<file path="config.mk">
export PLATFORM = sky130hd
export DESIGN_NAME = multi_car_elevator_sweep_top
export DESIGN_NICKNAME = d
export VERILOG_FILES = /design/src/design/mces_pkg.sv /design/src/design/multi_car_elevator_sweep_top.sv
export SDC_FILE = /design/constraint.sdc
export NUM_CORES = 1
export LEC_CHECK = 0
export BUFFER_PORTS_ARGS = -buffer_cell sky130_fd_sc_hd__buf_2
export CAP_MARGIN = 20
export CORE_MARGIN = 8
export CORE_UTILIZATION = 55
export CTS_CLUSTER_DIAMETER = 200
export DETAILED_ROUTE_END_ITERATION = 8
export PLACE_DENSITY = 0.79
export SLEW_MARGIN = 5
export SYNTH_ARGS = -nofsm -noshare
export SYNTH_HDL_FRONTEND = slang
export SYNTH_SLANG_ARGS = --single-unit
</file>
<file path="constraint.sdc">
create_clock -name clk -period 10.72 [get_ports clk]
set_input_delay 1.608 -clock clk [delete_from_list [all_inputs] [get_ports clk]]
set_output_delay 1.608 -clock clk [all_outputs]
set_load 0.02 [all_outputs]
</file>
<file path="src/design/mces_pkg.sv">
// Shared constants and types for the elevator sweep controller.
// No dependencies.
package mces_pkg;

  localparam int NUM_CARS   = 4;
  localparam int NUM_FLOORS = 16;

  localparam int CAR_AW     = (NUM_CARS > 1) ? $clog2(NUM_CARS) : 1;
  localparam int FLR_AW     = $clog2(NUM_FLOORS);
  localparam int STOP_DEPTH = NUM_CARS * NUM_FLOORS;
  localparam int STOP_AW    = $clog2(STOP_DEPTH);

  localparam logic [3:0] STOP_MAX  = 4'd15;
  localparam logic [5:0] WAIT_MAX  = 6'd63;
  localparam logic [3:0] CAP_RESET = 4'd10;

  typedef enum logic [1:0] {
    OP_HALL    = 2'd0,
    OP_CAR     = 2'd1,
    OP_SERVICE = 2'd2,
    OP_NOP     = 2'd3
  } op_t;

  typedef enum logic {
    ST_IDLE = 1'b0,
    ST_EXEC = 1'b1
  } st_t;

endpackage

</file>
<file path="src/design/multi_car_elevator_sweep_top.sv">
// Elevator sweep controller: call counters in memories, car state in registers.
// Depends on mces_pkg.
//
// Per item, the transfer cycle issues registered reads of the stop-count and
// waiting-count memories, and the execute cycle modifies the counts, writes them
// back and loads the output register; no new item is taken until the execute cycle
// ends, for the memory read-modify-write. The next item is taken while a result
// still waits in the output register; a stalled output holds the execute cycle
// until the register frees. Valid bits per memory entry stand for the reset clear,
// so no clearing pass runs after reset.
module multi_car_elevator_sweep_top (
  input  logic       clk,
  input  logic       rst,
  input  logic       cfg_valid,
  output logic       cfg_ready,
  input  logic [3:0] cfg_data,      // car_capacity
  input  logic       s_tvalid,
  output logic       s_tready,
  input  logic [7:0] s_tdata,       // car[1:0], floor[5:2], going_up[6], zero[7]
  input  logic [1:0] s_tuser,       // op[1:0]
  output logic        m_tvalid,
  input  logic        m_tready,
  output logic [23:0] m_tdata       // car_floor[3:0], car_heading_up[4], car_load[8:5],
                                    // alighted[12:9], boarded[16:13], saturated[17],
                                    // zero[23:18]
);
  import mces_pkg::*;

  st_t st, st_next;
  logic [3:0] cap;

  logic [FLR_AW-1:0] position [NUM_CARS];
  logic              heading  [NUM_CARS];
  logic [3:0]        load     [NUM_CARS];

  logic [3:0]  stop_mem [STOP_DEPTH];
  logic [11:0] wait_mem [NUM_FLOORS];   // down[11:6], up[5:0]
  logic [STOP_DEPTH-1:0] stop_vld;
  logic [NUM_FLOORS-1:0] wait_vld;

  logic [3:0]  stop_q;
  logic [11:0] wait_q;
  logic        stop_vq, wait_vq;

  op_t               r_op;
  logic [CAR_AW-1:0] r_car;
  logic [FLR_AW-1:0] r_faddr;
  logic [STOP_AW-1:0] r_saddr;
  logic              r_up, r_car_ok, r_floor_ok;

  logic               accept, fire;
  logic [1:0]         in_car;
  logic [3:0]         in_floor;
  logic [CAR_AW-1:0]  car_idx;
  logic [FLR_AW-1:0]  pos_sel, faddr;
  logic [STOP_AW-1:0] saddr;
  logic               car_ok, floor_ok;

  logic [3:0] stop_rd, room1, room2, n1, n2, ld, ld1, ld2, ld3, ld_out;
  logic [5:0] up_rd, dn_rd, up_new, dn_new;
  logic       hd, hd1, hd2, hd3, hd4, hd_out, sat;
  logic [FLR_AW-1:0] p, p_new, pos_out;
  logic       stop_we, wait_we, car_we;
  logic [3:0] stop_wd;
  logic [3:0] alighted, boarded;

  assign cfg_ready = !rst;
  assign s_tready  = (st == ST_IDLE) && !rst;
  assign accept    = s_tvalid && s_tready;
  assign fire      = (st == ST_EXEC) && (!m_tvalid || m_tready);

  assign in_car   = s_tdata[1:0];
  assign in_floor = s_tdata[5:2];
  assign car_idx  = CAR_AW'(in_car);
  assign car_ok   = 32'(in_car) < NUM_CARS;
  assign floor_ok = 32'(in_floor) < NUM_FLOORS;
  assign pos_sel  = (32'(position[car_idx]) >= NUM_FLOORS) ?
                    FLR_AW'(NUM_FLOORS - 1) : position[car_idx];
  assign faddr    = (op_t'(s_tuser) == OP_SERVICE) ? pos_sel : FLR_AW'(in_floor);
  assign saddr    = STOP_AW'(32'(car_idx) * NUM_FLOORS + 32'(faddr));

  always_ff @(posedge clk) begin
    if (rst) begin
      st <= ST_IDLE;
    end else begin
      st <= st_next;
    end
  end

  always_comb begin
    st_next = st;
    case (st)
      ST_IDLE: if (accept) st_next = ST_EXEC;
      ST_EXEC: if (fire) st_next = ST_IDLE;
      default: st_next = ST_IDLE;
    endcase
  end

  always_ff @(posedge clk) begin
    if (rst) begin
      cap <= CAP_RESET;
    end else if (cfg_valid && cfg_ready) begin
      cap <= cfg_data;
    end
  end

  always_ff @(posedge clk) begin
    if (accept) begin
      r_op       <= op_t'(s_tuser);
      r_car      <= car_idx;
      r_faddr    <= faddr;
      r_saddr    <= saddr;
      r_up       <= s_tdata[6];
      r_car_ok   <= car_ok;
      r_floor_ok <= floor_ok;
    end
  end

  always_ff @(posedge clk) begin
    if (accept) begin
      stop_q <= stop_mem[saddr];
      wait_q <= wait_mem[faddr];
    end
    if (stop_we) stop_mem[r_saddr] <= stop_wd;
    if (wait_we) wait_mem[r_faddr] <= {dn_new, up_new};
  end

  always_ff @(posedge clk) begin
    if (rst) begin
      stop_vld <= '0;
      wait_vld <= '0;
      stop_vq  <= 1'b0;
      wait_vq  <= 1'b0;
    end else begin
      if (accept) begin
        stop_vq <= stop_vld[saddr];
        wait_vq <= wait_vld[faddr];
      end
      if (stop_we) stop_vld[r_saddr] <= 1'b1;
      if (wait_we) wait_vld[r_faddr] <= 1'b1;
    end
  end

  always_comb begin
    stop_rd = stop_vq ? stop_q : 4'd0;
    up_rd   = wait_vq ? wait_q[5:0] : 6'd0;
    dn_rd   = wait_vq ? wait_q[11:6] : 6'd0;
    ld      = load[r_car];
    hd      = heading[r_car];
    p       = r_faddr;

    stop_we  = 1'b0;
    wait_we  = 1'b0;
    car_we   = 1'b0;
    stop_wd  = 4'd0;
    up_new   = up_rd;
    dn_new   = dn_rd;
    sat      = 1'b0;
    alighted = 4'd0;
    boarded  = 4'd0;

    // service step datapath
    ld1   = (ld > stop_rd) ? ld - stop_rd : 4'd0;
    room1 = (cap > ld1) ? cap - ld1 : 4'd0;
    n1    = 4'd0;
    hd1   = hd;
    if (hd || ld1 == 4'd0) begin
      n1 = (up_rd < {2'b00, room1}) ? up_rd[3:0] : room1;
      if (n1 != 4'd0 && ld1 == 4'd0) hd1 = 1'b1;
    end
    ld2   = ld1 + n1;
    room2 = (cap > ld2) ? cap - ld2 : 4'd0;
    n2    = 4'd0;
    hd2   = hd1;
    if (!hd1 || ld2 == 4'd0) begin
      n2 = (dn_rd < {2'b00, room2}) ? dn_rd[3:0] : room2;
      if (n2 != 4'd0 && ld2 == 4'd0) hd2 = 1'b0;
    end
    ld3 = ld2 + n2;
    if (p == '0) begin
      hd3 = 1'b1;
    end else if (p == FLR_AW'(NUM_FLOORS - 1)) begin
      hd3 = 1'b0;
    end else begin
      hd3 = hd2;
    end
    p_new = hd3 ? p + FLR_AW'(1) : p - FLR_AW'(1);
    hd4   = (p_new == '0 || p_new == FLR_AW'(NUM_FLOORS - 1)) ? !hd3 : hd3;

    pos_out = position[r_car];
    hd_out  = hd;
    ld_out  = ld;

    case (r_op)
      OP_HALL: begin
        if (r_floor_ok) begin
          if (r_up) begin
            sat     = (up_rd == WAIT_MAX);
            up_new  = up_rd + 6'd1;
            wait_we = fire && !sat;
          end else begin
            sat     = (dn_rd == WAIT_MAX);
            dn_new  = dn_rd + 6'd1;
            wait_we = fire && !sat;
          end
        end
      end
      OP_CAR: begin
        if (r_car_ok && r_floor_ok) begin
          sat     = (stop_rd == STOP_MAX);
          stop_wd = stop_rd + 4'd1;
          stop_we = fire && !sat;
        end
      end
      OP_SERVICE: begin
        if (r_car_ok) begin
          alighted = stop_rd;
          boarded  = n1 + n2;
          up_new   = up_rd - {2'b00, n1};
          dn_new   = dn_rd - {2'b00, n2};
          stop_wd  = 4'd0;
          stop_we  = fire;
          wait_we  = fire;
          car_we   = fire;
          pos_out  = p_new;
          hd_out   = hd4;
          ld_out   = ld3;
        end
      end
      default: begin
      end
    endcase
  end

  always_ff @(posedge clk) begin
    if (rst) begin
      for (int i = 0; i < NUM_CARS; i++) begin
        position[i] <= '0;
        heading[i]  <= 1'b1;
        load[i]     <= 4'd0;
      end
    end else if (car_we) begin
      position[r_car] <= p_new;
      heading[r_car]  <= hd4;
      load[r_car]     <= ld3;
    end
  end

  always_ff @(posedge clk) begin
    if (rst) begin
      m_tvalid <= 1'b0;
    end else if (fire) begin
      m_tvalid <= 1'b1;
    end else if (m_tready) begin
      m_tvalid <= 1'b0;
    end
  end

  always_ff @(posedge clk) begin
    if (fire) begin
      m_tdata <= {6'd0, sat, boarded, alighted,
                  r_car_ok ? ld_out : 4'd0,
                  r_car_ok ? hd_out : 1'b0,
                  r_car_ok ? 4'(pos_out) : 4'd0};
    end
  end

endmodule

</file>
==> run metrics <==
outcome complete, no violations; Worst Path Buf+Inv 3; chip height 238.3 µm; synth warn 0; Worst Hold Margin 463.3 ps; drt pass-1 iters 6; asr flop ratio synth 0; CTS tree yes; synthesized instance count 2,376; #FFs+latches synth 617; Slowest-stage cell, CP mux4_2; Final Slew Violations 0; share of layout cells above drive strength 1 0.1086; CP Launch Type register; Synth Area per Inst 11.44 µm²; grt total ovfl 0; core area 48,850 µm²; maxcap violations 0; clock sink total 617; worst-path fanout max 9; Fmax 97.53 MHz; 1st-iter DRT viols 2,371; share of the synthesized area in the top cell type 0.5787; Final ANT Viol Nets 0; width of the die 238.3 µm; CP arrival 10,600 ps; io pins 46; htree depth 2; Tcrit/Tclk final 0.9564; hold wc startpoint stop_vld[25]; area leader, netlist edfxtp_1; ys flop type edfxtp_1; vias after detailed routing 18.98k; initial antenna violation count 1; clk_lat worst skew 610 ps; Critical Path Max Stage Delay 550 ps; Worst-Margin Slew 1136 ps; Rows 81; CTS clk-pin slew, worst paths 60 ps; worst vdd ir 0.0001271 V; Buffers on Ports 38; DR WL/cell 21.38 µm; PwrDens 200.1 nW/µm²; root buf cell clkbuf_16; drt total wl 66,000 µm; synth top area cells edfxtp_1 58%, nand2_1 8.3%, dfxtp_1 6.8%; Lkg Pwr 0.01070 µW; R2R Setup Slk 470 ps; # nets final 2,441; Worst path most repeated cell ha_1; Hold Path Class reg2reg; crit path time final 10,250 ps; final hold vios 0; sequential area share after synthesis 0.6472; number of enable flip-flop cells after synthesis 524; required time worst endpoint 11,070 ps; Setup crit end kind register; Tot GR Track Use 0.2241; critical path type reg2reg; Final setup viols 0; die area 56,810 µm²; GPL Wtd Cong 0.8728; Crit path max-delay family simple AND/OR/NAND/NOR gates; Cell Area, Synth 27,190 µm²; vias in the first global route 18.59k; largest net degree at the start of global routing 203; power consumption 6019 µW; Max-Slew Margin vs Limit 0.2421; Yosys cell types 74; first-pass GRT wire length 100,500 µm; DP HPWL 38,020 µm; DRC 0; vias per cell 6.149; starting density of the core 0.5566; Clock Skew 27.06 ps; Num CTS Buffers 57; CTS Hold Bufs 0; P&R area growth vs syn 10.64%; clk buf depth 3
==> cells in the mapped netlist, drive strengths merged (7+ instances only) <==
master,count
a211oi,7
a21o,14
a21oi,65
a311oi,100
a31oi,39
and2,10
and3,68
buf,25
clkbuf,127
dfxtp,93
edfxtp,524
fa,9
ha,40
inv,38
mux2i,12
mux4,18
nand2,600
nand2b,11
nand3,149
nor2,196
nor2b,8
nor3,20
o21a,56
o21ai,31
or2,12
or3,9
xnor2,17
xor2,10
==> where the power goes <==
part / switching [µW] / internal (µW)
combinational: 809 / 501
clock: 861 / 1150
sequential: 18.7 / 2680
==> layout make-up <==
class | instances | area, µm²
Antenna cell | 1 | 2.502
Tap cell | 664 | 830.8
Timing Repair Buffer | 85 | 568.0
Clock buffer | 91 | 1714
Fill cell | 3592 | 18760
Sequential cell | 617 | 17600
Multi-Input combinational cell | 1572 | 9039
Clock inverter | 17 | 170.2
Inverter | 40 | 160.2
==> metal layers <==
metal / GRT usage / share of wire / vias up
met1: 0.2803 / 0.38 / 9259
met4: 0.09378 / 0.038 / 0
met5: 0 / 0 / -
li1: - / - / 8590
met3: 0.04280 / 0.096 / 176
met2: 0.3806 / 0.49 / 957
==> stage by stage <==
step                      instance area, µm²  cells  utilization  setup TNS [ps]  setup slack, ps
after global placement                 28080   2972       0.5748               0            271.4
after floorplan                        27210   2381            -               0            791.6
after CTS                              29970   3080       0.6135               0            31.58
final                                  30090   3087       0.6159               0            467.1
after global routing                   30080   3086       0.6158          -129.7           -69.75
after detailed placement               28080   2972       0.5748          -587.0           -191.1
==> timing repair <==
item / in CTS / in global routing
gates resized for setup: 2 / 17
pin swaps: 0 / 3
setup buffers: 0 / 5
setup endpoints to repair: 5 / 111
cloned: 0 / 0
==> cell families after synthesis <==
group	Yosys count	synth area share
and+or+nand+nor	1101	0.1734
xor gates and xnor gates	27	0.009663
adders and majority gates	54	0.02696
other	1	0.0001379
muxes	35	0.02154
AOI/OAI and AO/OA	349	0.09350
buffers and inverters	192	0.02766
DFF	617	0.6472
==> path summary, 6_finish.rpt <==
path                                      to  cells after the start
worst min-delay path            stop_vld[25]                      1
worst max-delay path              heading[3]                     42
worst max register to register    heading[3]                     42
worst min register to register  stop_vld[25]                      1
==> placed cells by master, fill, tap and decap left out, types with 26 or more instances in the layout <==
cell / Yosys / routed
clkbuf_16: 0 / 57
o21ai_0: 27 / 26
dfxtp_1: 93 / 92
a31oi_1: 39 / 39
a311oi_1: 100 / 100
nor2_1: 195 / 181
nand2_1: 600 / 600
buf_2: 0 / 38
a21oi_1: 64 / 60
edfxtp_1: 524 / 524
nand3_1: 149 / 149
ha_1: 40 / 40
inv_1: 38 / 36
o21a_1: 56 / 56
buf_4: 8 / 45
and3_1: 68 / 67
==> flip-flops by register name (all words and copies together), names as in the netlist, 3 cells and up, named ones only <==
signal,cells
stop_mem,256
wait_mem,192
cap,4
p,3
heading,4
wait_q,12
stop_vld,64
position,16
stop_q,4
wait_vld,16
m_tdata,18
load,16
Note: power is estimated with default switching activity, not from simulation.
